`config.mk`:
```
export PLATFORM = sky130hd
export DESIGN_NAME = ir_ambient_reject_ema_wall_detect_unit_flat
export DESIGN_NICKNAME = d
export VERILOG_FILES = /design/src/rtl/core/irwall_pkg.sv /design/src/rtl/core/irwall_if.sv /design/src/rtl/core/irwall_front.sv /design/src/rtl/core/irwall_queue.sv /design/src/rtl/core/irwall_back.sv /design/src/rtl/core/ir_ambient_reject_ema_wall_detect_unit.sv /design/src/flat_wrapper.sv
export SDC_FILE = /design/constraint.sdc
export NUM_CORES = 1
export LEC_CHECK = 0
export BUFFER_PORTS_ARGS = -buffer_cell sky130_fd_sc_hd__buf_4
export CAP_MARGIN = 20
export CORE_ASPECT_RATIO = 1.5
export CORE_UTILIZATION = 25
export CTS_CLUSTER_DIAMETER = 40
export DETAILED_ROUTE_END_ITERATION = 12
export PLACE_DENSITY = 0.4
export REMOVE_ABC_BUFFERS = 1
export SYNTH_ARGS = -nofsm -noshare
export SYNTH_HDL_FRONTEND = slang
export SYNTH_HIERARCHICAL = 1
export SYNTH_SLANG_ARGS = --single-unit
export TNS_END_PERCENT = 10
```
`constraint.sdc`:
```
create_clock -name clock -period 11.87 [get_ports clock]
set_input_delay 1.187 -clock clock [delete_from_list [all_inputs] [get_ports clock]]
set_output_delay 1.187 -clock clock [all_outputs]
set_load 0.02 [all_outputs]
```
`src/rtl/core/irwall_pkg.sv`:
```
// Shared types, widths and codes for the ambient-reject proximity filter.
// No dependencies; every other file of the block imports this package.
package irwall_pkg;

   localparam int ADC_BITS  = 12;
   localparam int CH_W      = 3;
   localparam int CNT_W     = 8;
   localparam int ALPHA_W   = 9;
   localparam int THR_W     = 12;
   localparam int CSR_W     = 12;
   localparam int CSR_IDX_W = 3;
   localparam int SUM_W     = ADC_BITS + CNT_W;

   localparam int DEF_SENSOR_COUNT = 5;
   localparam int DEF_QUEUE_DEPTH  = 2;

   localparam logic [ALPHA_W-1:0] ALPHA_ONE = ALPHA_W'(256);

   // register indexes
   localparam logic [CSR_IDX_W-1:0] REG_AMBIENT_COUNT = CSR_IDX_W'(0);
   localparam logic [CSR_IDX_W-1:0] REG_ACTIVE_COUNT  = CSR_IDX_W'(1);
   localparam logic [CSR_IDX_W-1:0] REG_EMA_ALPHA     = CSR_IDX_W'(2);
   localparam logic [CSR_IDX_W-1:0] REG_FRONT_THR     = CSR_IDX_W'(3);
   localparam logic [CSR_IDX_W-1:0] REG_SIDE_THR      = CSR_IDX_W'(4);

   // register reset values
   localparam logic [CNT_W-1:0]   RST_AMBIENT_COUNT = CNT_W'(4);
   localparam logic [CNT_W-1:0]   RST_ACTIVE_COUNT  = CNT_W'(4);
   localparam logic [ALPHA_W-1:0] RST_EMA_ALPHA     = ALPHA_W'(128);
   localparam logic [THR_W-1:0]   RST_FRONT_THR     = THR_W'(2048);
   localparam logic [THR_W-1:0]   RST_SIDE_THR      = THR_W'(2048);

   // sensor channels
   localparam logic [CH_W-1:0] CH_RIGHT     = CH_W'(0);
   localparam logic [CH_W-1:0] CH_FRONT     = CH_W'(1);
   localparam logic [CH_W-1:0] CH_LEFT      = CH_W'(2);
   localparam logic [CH_W-1:0] CH_TOP_LEFT  = CH_W'(3);
   localparam logic [CH_W-1:0] CH_TOP_RIGHT = CH_W'(4);

   // sample phase
   localparam logic PH_AMBIENT = 1'b0;
   localparam logic PH_ACTIVE  = 1'b1;

   typedef struct packed {
      logic [CNT_W-1:0]   ambient_count;
      logic [CNT_W-1:0]   active_count;
      logic [ALPHA_W-1:0] ema_alpha;
      logic [THR_W-1:0]   front_thr;
      logic [THR_W-1:0]   side_thr;
   } cfg_type;

   // one completed group, handed from front to back
   typedef struct packed {
      logic [CH_W-1:0]  channel;
      logic             phase;
      logic [SUM_W-1:0] sum;
      logic [CNT_W-1:0] count;
   } job_type;

   typedef struct packed {
      logic full;
      logic empty;
   } q_stat_type;

endpackage

```
`src/rtl/core/irwall_if.sv`:
```
// Handshake channels of the proximity filter: sample request and result.
// Depends on irwall_pkg for field widths.
interface irwall_req_if import irwall_pkg::*; ();
   logic                valid;
   logic                ready;
   logic [CH_W-1:0]     channel;
   logic                phase;
   logic [ADC_BITS-1:0] adc_sample;

   modport source (output valid, output channel, output phase, output adc_sample,
                   input ready);
   modport sink   (input valid, input channel, input phase, input adc_sample,
                   output ready);
endinterface

interface irwall_rsp_if import irwall_pkg::*; ();
   logic                valid;
   logic                ready;
   logic [CH_W-1:0]     out_channel;
   logic [ADC_BITS-1:0] ambient_level;
   logic [ADC_BITS-1:0] raw_level;
   logic [ADC_BITS-1:0] filtered_level;
   logic                wall_seen;

   modport source (output valid, output out_channel, output ambient_level,
                   output raw_level, output filtered_level, output wall_seen,
                   input ready);
   modport sink   (input valid, input out_channel, input ambient_level,
                   input raw_level, input filtered_level, input wall_seen,
                   output ready);
endinterface

```
`src/rtl/core/irwall_front.sv`:
```
// Front end: accepts sample beats, tracks the open group, emits completed groups.
// Depends on irwall_pkg and irwall_req_if.
module irwall_front import irwall_pkg::*; #(
   parameter int SENSOR_COUNT = DEF_SENSOR_COUNT
) (
   input  logic       clock,
   input  logic       reset,
   input  cfg_type    cfg,
   irwall_req_if.sink req,
   input  q_stat_type q_stat,
   output logic       push,
   output job_type    push_job
);

   logic [CH_W-1:0]  chan_ff,  chan_in;
   logic             phase_ff, phase_in;
   logic [SUM_W-1:0] sum_ff,   sum_in;
   logic [CNT_W-1:0] count_ff, count_in;

   logic             take;
   logic             in_range;
   logic             new_group;
   logic [SUM_W-1:0] next_sum;
   logic [CNT_W:0]   next_count;
   logic [CNT_W-1:0] target;
   logic             complete;

   // each beat can push at most one job, so a free slot is all we need
   assign req.ready = !q_stat.full;
   assign take      = req.valid && req.ready;
   assign in_range  = int'(req.channel) < SENSOR_COUNT;

   always_comb begin
      new_group = (count_ff == '0) || (req.channel != chan_ff) || (req.phase != phase_ff);
      if (new_group) begin
         next_sum   = SUM_W'(req.adc_sample);
         next_count = (CNT_W+1)'(1);
      end else begin
         next_sum   = sum_ff + SUM_W'(req.adc_sample);
         next_count = (CNT_W+1)'(count_ff) + (CNT_W+1)'(1);
      end
      target = (req.phase == PH_ACTIVE) ? cfg.active_count : cfg.ambient_count;
      if (target == '0) begin
         target = CNT_W'(1);
      end
      complete = next_count >= (CNT_W+1)'(target);
   end

   assign push              = take && in_range && complete;
   assign push_job.channel  = req.channel;
   assign push_job.phase    = req.phase;
   assign push_job.sum      = next_sum;
   assign push_job.count    = next_count[CNT_W-1:0];

   always_comb begin
      chan_in  = chan_ff;
      phase_in = phase_ff;
      sum_in   = sum_ff;
      count_in = count_ff;
      if (take && in_range) begin
         chan_in  = req.channel;
         phase_in = req.phase;
         if (complete) begin
            sum_in   = '0;
            count_in = '0;
         end else begin
            sum_in   = next_sum;
            count_in = next_count[CNT_W-1:0];
         end
      end
   end

   always_ff @(posedge clock) begin
      if (reset) begin
         chan_ff  <= '0;
         phase_ff <= PH_AMBIENT;
         sum_ff   <= '0;
         count_ff <= '0;
      end else begin
         chan_ff  <= chan_in;
         phase_ff <= phase_in;
         sum_ff   <= sum_in;
         count_ff <= count_in;
      end
   end

endmodule

```
`src/rtl/core/irwall_queue.sv`:
```
// Short FIFO of completed groups between front and back end.
// Depends on irwall_pkg for the job and status types.
module irwall_queue import irwall_pkg::*; #(
   parameter int DEPTH = DEF_QUEUE_DEPTH
) (
   input  logic       clock,
   input  logic       reset,
   input  logic       push,
   input  job_type    push_job,
   input  logic       pop,
   output job_type    pop_job,
   output q_stat_type q_stat
);

   localparam int PTR_W = $clog2(DEPTH);
   localparam int CNT_W_Q = $clog2(DEPTH + 1);

   job_type            slot_ff [DEPTH];
   logic [PTR_W-1:0]   wr_ptr_ff, wr_ptr_in;
   logic [PTR_W-1:0]   rd_ptr_ff, rd_ptr_in;
   logic [CNT_W_Q-1:0] fill_ff,   fill_in;

   function automatic logic [PTR_W-1:0] bump(input logic [PTR_W-1:0] p);
      return (p == PTR_W'(DEPTH - 1)) ? '0 : p + PTR_W'(1);
   endfunction

   assign q_stat.full  = fill_ff == CNT_W_Q'(DEPTH);
   assign q_stat.empty = fill_ff == '0;
   assign pop_job      = slot_ff[rd_ptr_ff];

   always_comb begin
      wr_ptr_in = push ? bump(wr_ptr_ff) : wr_ptr_ff;
      rd_ptr_in = pop  ? bump(rd_ptr_ff) : rd_ptr_ff;
      fill_in   = fill_ff;
      if (push && !pop) begin
         fill_in = fill_ff + CNT_W_Q'(1);
      end else if (pop && !push) begin
         fill_in = fill_ff - CNT_W_Q'(1);
      end
   end

   always_ff @(posedge clock) begin
      if (reset) begin
         wr_ptr_ff <= '0;
         rd_ptr_ff <= '0;
         fill_ff   <= '0;
      end else begin
         wr_ptr_ff <= wr_ptr_in;
         rd_ptr_ff <= rd_ptr_in;
         fill_ff   <= fill_in;
      end
   end

   always_ff @(posedge clock) begin
      if (push) begin
         slot_ff[wr_ptr_ff] <= push_job;
      end
   end

endmodule

```
`src/rtl/core/irwall_back.sv`:
```
// Back end: serial divide of a group sum, ambient subtraction, EMA update,
// wall decision and the result register. Depends on irwall_pkg, irwall_rsp_if.
module irwall_back import irwall_pkg::*; #(
   parameter int SENSOR_COUNT = DEF_SENSOR_COUNT
) (
   input  logic         clock,
   input  logic         reset,
   input  cfg_type      cfg,
   input  job_type      job,
   input  q_stat_type   q_stat,
   output logic         pop,
   irwall_rsp_if.source rsp
);

   localparam int IDX_W  = (SENSOR_COUNT > 1) ? $clog2(SENSOR_COUNT) : 1;
   localparam int STEP_W = $clog2(SUM_W);
   localparam int PROD_W = ALPHA_W + ADC_BITS;

   typedef enum logic [3:0] {
      ST_IDLE = 4'b0001,
      ST_DIV  = 4'b0010,
      ST_MUL  = 4'b0100,
      ST_FIN  = 4'b1000
   } state_type;

   state_type           state_ff, state_in;
   logic [CH_W-1:0]     ch_ff;
   logic                ph_ff;
   logic [CNT_W-1:0]    div_ff;
   logic [CNT_W-1:0]    rem_ff;
   logic [SUM_W-1:0]    quo_ff;
   logic [STEP_W-1:0]   step_ff;
   logic [PROD_W-1:0]   prod_new_ff;
   logic [PROD_W-1:0]   prod_old_ff;
   logic [ADC_BITS-1:0] amb_ff;
   logic [ADC_BITS-1:0] ambient_store_ff  [SENSOR_COUNT];
   logic [ADC_BITS-1:0] filtered_store_ff [SENSOR_COUNT];

   logic                rsp_valid_ff;
   logic [CH_W-1:0]     rsp_ch_ff;
   logic [ADC_BITS-1:0] rsp_amb_ff;
   logic [ADC_BITS-1:0] rsp_raw_ff;
   logic [ADC_BITS-1:0] rsp_filt_ff;
   logic                rsp_wall_ff;

   logic [IDX_W-1:0]    idx;
   logic [CNT_W:0]      shifted;
   logic                ge;
   logic [CNT_W:0]      diff;
   logic [ADC_BITS-1:0] mean;
   logic [ADC_BITS-1:0] amb_rd;
   logic [ADC_BITS-1:0] old_rd;
   logic [ADC_BITS-1:0] signal;
   logic [ALPHA_W-1:0]  alpha;
   logic [PROD_W:0]     ema_sum;
   logic [ADC_BITS-1:0] filt;
   logic                out_free;
   logic                load_rsp;

   function automatic logic wall_flag(input logic [CH_W-1:0] ch,
                                      input logic [ADC_BITS-1:0] level,
                                      input cfg_type c);
      localparam int LVL_W = (ADC_BITS > THR_W) ? ADC_BITS : THR_W;
      logic hit;
      case (ch)
         CH_FRONT:          hit = LVL_W'(level) >= LVL_W'(c.front_thr);
         CH_RIGHT, CH_LEFT: hit = LVL_W'(level) >= LVL_W'(c.side_thr);
         default:           hit = 1'b0;
      endcase
      return hit;
   endfunction

   assign idx  = ch_ff[IDX_W-1:0];
   assign mean = quo_ff[ADC_BITS-1:0];

   // restoring divide, one quotient bit per cycle
   assign shifted = {rem_ff, quo_ff[SUM_W-1]};
   assign diff    = shifted - {1'b0, div_ff};
   assign ge      = shifted >= {1'b0, div_ff};

   assign amb_rd = ambient_store_ff[idx];
   assign old_rd = filtered_store_ff[idx];
   assign signal = (mean > amb_rd) ? mean - amb_rd : '0;
   assign alpha  = (cfg.ema_alpha > ALPHA_ONE) ? ALPHA_ONE : cfg.ema_alpha;

   assign ema_sum = (PROD_W+1)'(prod_new_ff) + (PROD_W+1)'(prod_old_ff);
   assign filt    = ema_sum[ADC_BITS+7:8];

   assign out_free = !rsp_valid_ff || rsp.ready;
   assign pop      = (state_ff == ST_IDLE) && !q_stat.empty;
   assign load_rsp = (state_ff == ST_FIN) && out_free;

   always_comb begin
      state_in = state_ff;
      case (state_ff)
         ST_IDLE: if (!q_stat.empty) state_in = ST_DIV;
         ST_DIV:  if (step_ff == '0) state_in = ST_MUL;
         ST_MUL:  state_in = (ph_ff == PH_ACTIVE) ? ST_FIN : ST_IDLE;
         ST_FIN:  if (out_free) state_in = ST_IDLE;
         default: state_in = ST_IDLE;
      endcase
   end

   always_ff @(posedge clock) begin
      if (reset) begin
         state_ff     <= ST_IDLE;
         rsp_valid_ff <= 1'b0;
         for (int i = 0; i < SENSOR_COUNT; i++) begin
            ambient_store_ff[i]  <= '0;
            filtered_store_ff[i] <= '0;
         end
      end else begin
         state_ff <= state_in;
         if (load_rsp) begin
            rsp_valid_ff <= 1'b1;
         end else if (rsp.ready) begin
            rsp_valid_ff <= 1'b0;
         end
         if (state_ff == ST_MUL && ph_ff == PH_AMBIENT) begin
            ambient_store_ff[idx] <= mean;
         end
         if (load_rsp) begin
            filtered_store_ff[idx] <= filt;
         end
      end
   end

   always_ff @(posedge clock) begin
      case (state_ff)
         ST_IDLE: begin
            ch_ff   <= job.channel;
            ph_ff   <= job.phase;
            div_ff  <= job.count;
            rem_ff  <= '0;
            quo_ff  <= job.sum;
            step_ff <= STEP_W'(SUM_W - 1);
         end
         ST_DIV: begin
            rem_ff  <= ge ? diff[CNT_W-1:0] : shifted[CNT_W-1:0];
            quo_ff  <= {quo_ff[SUM_W-2:0], ge};
            step_ff <= step_ff - STEP_W'(1);
         end
         ST_MUL: begin
            amb_ff      <= amb_rd;
            prod_new_ff <= PROD_W'(alpha) * PROD_W'(signal);
            prod_old_ff <= PROD_W'(ALPHA_ONE - alpha) * PROD_W'(old_rd);
         end
         default: ;
      endcase
      if (load_rsp) begin
         rsp_ch_ff   <= ch_ff;
         rsp_amb_ff  <= amb_ff;
         rsp_raw_ff  <= mean;
         rsp_filt_ff <= filt;
         rsp_wall_ff <= wall_flag(ch_ff, filt, cfg);
      end
   end

   assign rsp.valid          = rsp_valid_ff;
   assign rsp.out_channel    = rsp_ch_ff;
   assign rsp.ambient_level  = rsp_amb_ff;
   assign rsp.raw_level      = rsp_raw_ff;
   assign rsp.filtered_level = rsp_filt_ff;
   assign rsp.wall_seen      = rsp_wall_ff;

endmodule

```
`src/rtl/core/ir_ambient_reject_ema_wall_detect_unit.sv`:
```
// Top level of the ambient-reject proximity filter: register file and the
// front end, group queue and back end. Depends on irwall_pkg, irwall_if.
//
// Usage:
//   req_bus carries one converter sample per beat, tagged with sensor channel
//   and phase (LED off / LED on). Runs of equal channel and phase are summed
//   until the configured count for that phase is reached; a different tag
//   restarts the run. Samples for a channel beyond the sensor count are
//   taken and dropped.
//   rsp_bus gives one beat per completed LED-on group: ambient, raw mean,
//   filtered level and wall flag. LED-off groups only update the ambient level.
//   csr_* writes a register; write only while the block is idle.
// Timing:
//   With the back end idle, the result of a completing LED-on sample passes the
//   group queue, the divide, multiply and finish states and the result register
//   before it is valid on rsp_bus. The back end works on one group at a time,
//   dividing its sum by its count one bit per cycle, and pops another group
//   only when idle. Samples are taken one per cycle while the group queue has room.
// Reset clears registers to defaults, drops any open group, queued groups and
// the pending result, and zeroes the per-sensor ambient and filtered levels.
// A stall on rsp_bus holds the result; new samples are taken until the queue fills.
module ir_ambient_reject_ema_wall_detect_unit import irwall_pkg::*; #(
   parameter int SENSOR_COUNT = DEF_SENSOR_COUNT,
   parameter int QUEUE_DEPTH  = DEF_QUEUE_DEPTH
) (
   input  logic                 clock,
   input  logic                 reset,
   irwall_req_if.sink           req_bus,
   irwall_rsp_if.source         rsp_bus,
   input  logic                 csr_wr_en,
   input  logic [CSR_IDX_W-1:0] csr_index,
   input  logic [CSR_W-1:0]     csr_wdata
);

   cfg_type    cfg_ff;
   q_stat_type q_stat;
   logic       push;
   logic       pop;
   job_type    push_job;
   job_type    pop_job;

   always_ff @(posedge clock) begin
      if (reset) begin
         cfg_ff.ambient_count <= RST_AMBIENT_COUNT;
         cfg_ff.active_count  <= RST_ACTIVE_COUNT;
         cfg_ff.ema_alpha     <= RST_EMA_ALPHA;
         cfg_ff.front_thr     <= RST_FRONT_THR;
         cfg_ff.side_thr      <= RST_SIDE_THR;
      end else if (csr_wr_en) begin
         case (csr_index)
            REG_AMBIENT_COUNT: cfg_ff.ambient_count <= csr_wdata[CNT_W-1:0];
            REG_ACTIVE_COUNT:  cfg_ff.active_count  <= csr_wdata[CNT_W-1:0];
            REG_EMA_ALPHA:     cfg_ff.ema_alpha     <= csr_wdata[ALPHA_W-1:0];
            REG_FRONT_THR:     cfg_ff.front_thr     <= csr_wdata[THR_W-1:0];
            REG_SIDE_THR:      cfg_ff.side_thr      <= csr_wdata[THR_W-1:0];
            default: ;
         endcase
      end
   end

   irwall_front #(.SENSOR_COUNT(SENSOR_COUNT)) u_front (
      .clock    (clock),
      .reset    (reset),
      .cfg      (cfg_ff),
      .req      (req_bus),
      .q_stat   (q_stat),
      .push     (push),
      .push_job (push_job)
   );

   irwall_queue #(.DEPTH(QUEUE_DEPTH)) u_queue (
      .clock    (clock),
      .reset    (reset),
      .push     (push),
      .push_job (push_job),
      .pop      (pop),
      .pop_job  (pop_job),
      .q_stat   (q_stat)
   );

   irwall_back #(.SENSOR_COUNT(SENSOR_COUNT)) u_back (
      .clock  (clock),
      .reset  (reset),
      .cfg    (cfg_ff),
      .job    (pop_job),
      .q_stat (q_stat),
      .pop    (pop),
      .rsp    (rsp_bus)
   );

endmodule

```
`src/flat_wrapper.sv`:
```
// flat-port wrapper written by rule: the top's interface ports become plain ports
module ir_ambient_reject_ema_wall_detect_unit_flat import irwall_pkg::*;
#(
   parameter int SENSOR_COUNT = DEF_SENSOR_COUNT,
   parameter int QUEUE_DEPTH  = DEF_QUEUE_DEPTH
)
  (clock, reset, csr_wr_en, csr_index, csr_wdata, req_bus_valid, req_bus_channel, req_bus_phase, req_bus_adc_sample, req_bus_ready, rsp_bus_valid, rsp_bus_out_channel, rsp_bus_ambient_level, rsp_bus_raw_level, rsp_bus_filtered_level, rsp_bus_wall_seen, rsp_bus_ready);
  irwall_req_if req_bus_i ();
  irwall_rsp_if rsp_bus_i ();
  input  logic clock;
  input  logic reset;
  input  logic csr_wr_en;
  input  logic [CSR_IDX_W-1:0] csr_index;
  input  logic [CSR_W-1:0] csr_wdata;
  input wire logic [$bits(req_bus_i.valid)-1:0] req_bus_valid;
  input wire logic [$bits(req_bus_i.channel)-1:0] req_bus_channel;
  input wire logic [$bits(req_bus_i.phase)-1:0] req_bus_phase;
  input wire logic [$bits(req_bus_i.adc_sample)-1:0] req_bus_adc_sample;
  output wire logic [$bits(req_bus_i.ready)-1:0] req_bus_ready;
  output wire logic [$bits(rsp_bus_i.valid)-1:0] rsp_bus_valid;
  output wire logic [$bits(rsp_bus_i.out_channel)-1:0] rsp_bus_out_channel;
  output wire logic [$bits(rsp_bus_i.ambient_level)-1:0] rsp_bus_ambient_level;
  output wire logic [$bits(rsp_bus_i.raw_level)-1:0] rsp_bus_raw_level;
  output wire logic [$bits(rsp_bus_i.filtered_level)-1:0] rsp_bus_filtered_level;
  output wire logic [$bits(rsp_bus_i.wall_seen)-1:0] rsp_bus_wall_seen;
  input wire logic [$bits(rsp_bus_i.ready)-1:0] rsp_bus_ready;
  assign req_bus_i.valid = req_bus_valid;
  assign req_bus_i.channel = req_bus_channel;
  assign req_bus_i.phase = req_bus_phase;
  assign req_bus_i.adc_sample = req_bus_adc_sample;
  assign req_bus_ready = req_bus_i.ready;
  assign rsp_bus_valid = rsp_bus_i.valid;
  assign rsp_bus_out_channel = rsp_bus_i.out_channel;
  assign rsp_bus_ambient_level = rsp_bus_i.ambient_level;
  assign rsp_bus_raw_level = rsp_bus_i.raw_level;
  assign rsp_bus_filtered_level = rsp_bus_i.filtered_level;
  assign rsp_bus_wall_seen = rsp_bus_i.wall_seen;
  assign rsp_bus_i.ready = rsp_bus_ready;
  ir_ambient_reject_ema_wall_detect_unit #(.SENSOR_COUNT(SENSOR_COUNT), .QUEUE_DEPTH(QUEUE_DEPTH)) u_core (.clock(clock), .reset(reset), .req_bus(req_bus_i), .rsp_bus(rsp_bus_i), .csr_wr_en(csr_wr_en), .csr_index(csr_index), .csr_wdata(csr_wdata));
endmodule
```
==> results.md <==
- Synthesized instance count: 2548
- Slowest CP cell: dfxtp_4
- Starting density of the core: 0.2518
- Grt ovf: 0
- Placed Instance Area: 31990 sq um
- Pwr dens: 242.4 nW/um^2
- Syn Std Cell Area: 29500 sq um
- Post-route ant nets: 0
- CTS Hold Bufs: 0
- Rel. slew slack: 0.2632
- Reg-to-Reg End: u_core/u_back/prod_new_ff[19]
- Post-synthesis cell type count: 88
- Syn Area/Cell: 11.58 sq um
- Max-Cap Viols: 0
- Vias in the first global route: 20.68k
- Most frequent cells in the layout: 393 x edfxtp_1, 291 x inv_1, 247 x nor2_1
- Leakage power: 0.01414 uW
- IO Pins: 78
- H-tree Lvls: 3
- HP Start: u_core/u_back/amb_ff[4]
- Fin. Hold Viols: 0
- Peak supply drop: 0.1658 mV
- Post-detailed-route wirelength per cell: 19.28 microns
- Worst setup path category: reg2reg
- Skew final: 0.02843 ns
- Clk sink count: 487
- Cell mode on critical path: fa_1
- Critical Path AT: 8.49 ns
- Final setup margin: 3.734 ns
- Post-place setup slack: 3.625 ns
- Most common cell after layout, fill and taps aside: edfxtp_1
- DR WL met3: 2.737 mm
- Post-cts gate resize count: 0
- Status: complete, no violations
- Critical path endpoint category: flip-flop
- Clock buffer depth: 3
- Final Setup Violations: 0
- XOR/XNOR share of the synthesized area: 0.02723
- Async SR Flop Fraction: 0
- # port buffers: 77
- Achievable Freq: 122.9 MHz
- Worst-path fanout max: 29
- DRC violations left: 0
- Min Tclk post-route: 8.136 ns
- Placer Congestion: 0.8445
- Die X-Extent: 282.5 microns
- Reg2Reg Setup Slack: 3.73 ns
- Post-synthesis compound-gate area fraction: 0.05556
- End of the worst hold path: u_core/u_back/rsp.ambient_level[4]
- DP HPWL: 63.19 mm
- Slew @ Worst Pin: 1.097 ns
- DRC marker count from the first detailed-route iteration: 884
- Initial antenna violation count: 2
- Clock buffer count from CTS: 73
- Fill cells: 12.15k
- TritonCTS clock tree: done
- Fin crit share: 0.6854
- Synthesized flop and latch total: 487
- Fin. max-slew vios: 0
- Synth warnings: 6
- Class of the tightest hold or removal check: reg2reg
- Post-synthesis simple-gate area fraction: 0.1398
- Layout cells sized above 1: 0.1436
- Unrepaired setup endpoints after global routing: false
- Die Y-Extent: 422.7 microns
- Post-Layout Inst Area: 34530 sq um
- DRT Pass-1 Iters: 5
- Post-synthesis mux area share: 0.08206
- Synth Area in Adders: 0.1799
- Worst-Skew Late Latency: 0.64 ns
- Slowest cell delay on critical path: 0.68 ns
- Core outline area: 117200 sq um
- Routed WL: 82.45 mm
- Metal-1 WL: 31.31 mm
- FF-to-FF path depth: 30
- Area grow syn2layout: 17.04%
- Seq/Total Area, Yosys: 0.4638
- Post-CTS setup buffer count: 0
- Required @ worst endpoint: 12.22 ns
- Worst-path clk slew: 0.06 ns
- GR Util All Layers: 0.1409
- Largest family of logic cells by synthesized area: adder cells
- Met2 WL: 45.43 mm
- # nets final: 3027
- Most used DFF post-synth: edfxtp_1
- Max Used Layer: met4
- Cell row count: 154
- Largest net degree at the start of global routing: 77
- Startpoint types: flip-flop
- Vias: 18.99k
- Hold path cells: 0
- First-pass GRT wire length: 125.7 mm
- DIE AREA: 119400 sq um
- Number of flops mapped to enable cells by yosys: 393
- Setup TNS: 0 ns
- DR vias/cell: 4.441
- CTS Root Cell: clkbuf_16
-- critical path: cells and delay by family (launching register included) --
family                   cells  cell delay, ns
buffers and inverters        5            0.51
multiplexers                 2            0.89
AND/OR/NAND/NOR              8            1.30
flip-flops                   1            0.68
XOR/XNOR                     1            0.16
AO/OA/AOI/OAI                7            1.35
adder cells (fa/ha/maj)      7            2.91
-- area by class of cell --
class	count	area [sq um]	share of cell area
multi-input combinational	1686	14380	0.4164
clock buffer	81	1962	0.05681
inverter	292	1096	0.03174
antenna	1	2.502	0.00007247
timing repair buffer	118	883.3	0.02558
sequential	487	13690	0.3964
clock inverter	51	569.3	0.01649
tap	1560	1952	0.05652
-- per-stage QoR --
| step | total power (uW) | instances | hold WS (ns) | utilization |
|---|---|---|---|---|
| 6_report | 8370 | 4276 | 0.4149 | 0.2948 |
| 5_1_grt | 9037 | 4276 | 0.4166 | 0.2948 |
| 4_1_cts | 8538 | 4274 | 0.4171 | 0.2947 |
| 3_5_place_dp | 6264 | 4142 | 0.4062 | 0.2731 |
| 3_3_place_gp | 6273 | 4141 | 0.4093 | 0.2730 |
| 2_1_floorplan | 4991 | 2465 | 0.4003 | - |
-- how the worst max path moves through the flow --
stage,from,to,slack [ns]
floorplan,flip-flop,u_core/u_back/prod_new_ff[19],2.22
global placement,flip-flop,u_core/u_back/prod_new_ff[19],3.56
CTS,flip-flop,u_core/u_back/prod_new_ff[19],3.59
finish,flip-flop,u_core/u_back/prod_new_ff[19],3.73
detailed placement,flip-flop,u_core/u_back/prod_new_ff[19],3.62
global route,flip-flop,u_core/u_back/prod_new_ff[19],3.17
-- state kept, by name, indices dropped and copies added, names as in the netlist, 12 cells and up, named ones only --
name and count:
u_core/u_back/ambient_store_ff 96, u_core/u_back/filtered_store_ff 96, u_core/u_queue/slot_ff 64, u_core/cfg_ff 49, u_core/u_back/prod_new_ff 20, u_core/u_back/prod_old_ff 20
u_core/u_back/quo_ff 20, u_core/u_front/sum_ff 20, u_core/u_back/amb_ff 12, u_core/u_back/rsp.ambient_level 12, u_core/u_back/rsp.filtered_level 12, u_core/u_back/rsp.raw_level 12
-- Yosys cell counts (22+ instances only) --
library cell / number / area [sq um]
and2_1: 87 / 544.3
nand2b_1: 93 / 581.8
mux2i_1: 81 / 810.8
dfxtp_1: 94 / 1882
inv_1: 292 / 1096
a21oi_1: 63 / 315.3
a21o_1: 26 / 195.2
mux2_2: 45 / 506.7
fa_1: 152 / 3043
o21ai_0: 47 / 235.2
mux4_2: 48 / 1081
nand3_1: 24 / 120.1
nor2b_1: 27 / 168.9
xor2_1: 22 / 192.7
edfxtp_1: 393 / 11800
nand2_1: 217 / 814.5
ha_1: 181 / 2265
xnor2_1: 61 / 534.3
clkbuf_1: 62 / 232.7
nor3_1: 33 / 165.2
nor2_1: 247 / 927.1
-- layer usage --
metal,GRT usage,vias to the layer above
met3,0.02306,137
met5,0,-
met2,0.2694,315
li1,-,8975
met1,0.1503,9562
met4,0.05577,0
-- report_power, final --
group,switching (uW),internal (uW)
clock,888,1320
combinational,2390,1500
sequential,175,2100
total,3450,4920
-- cell families after synthesis --
logic type | Yosys count
flip-flops | 487
buffers and inverters | 384
multiplexers | 176
XOR/XNOR | 87
other | 2
AND/OR/NAND/NOR | 835
AO/OA/AOI/OAI | 244
adder cells (fa/ha/maj) | 333
Power figures use the tool's default switching activity.
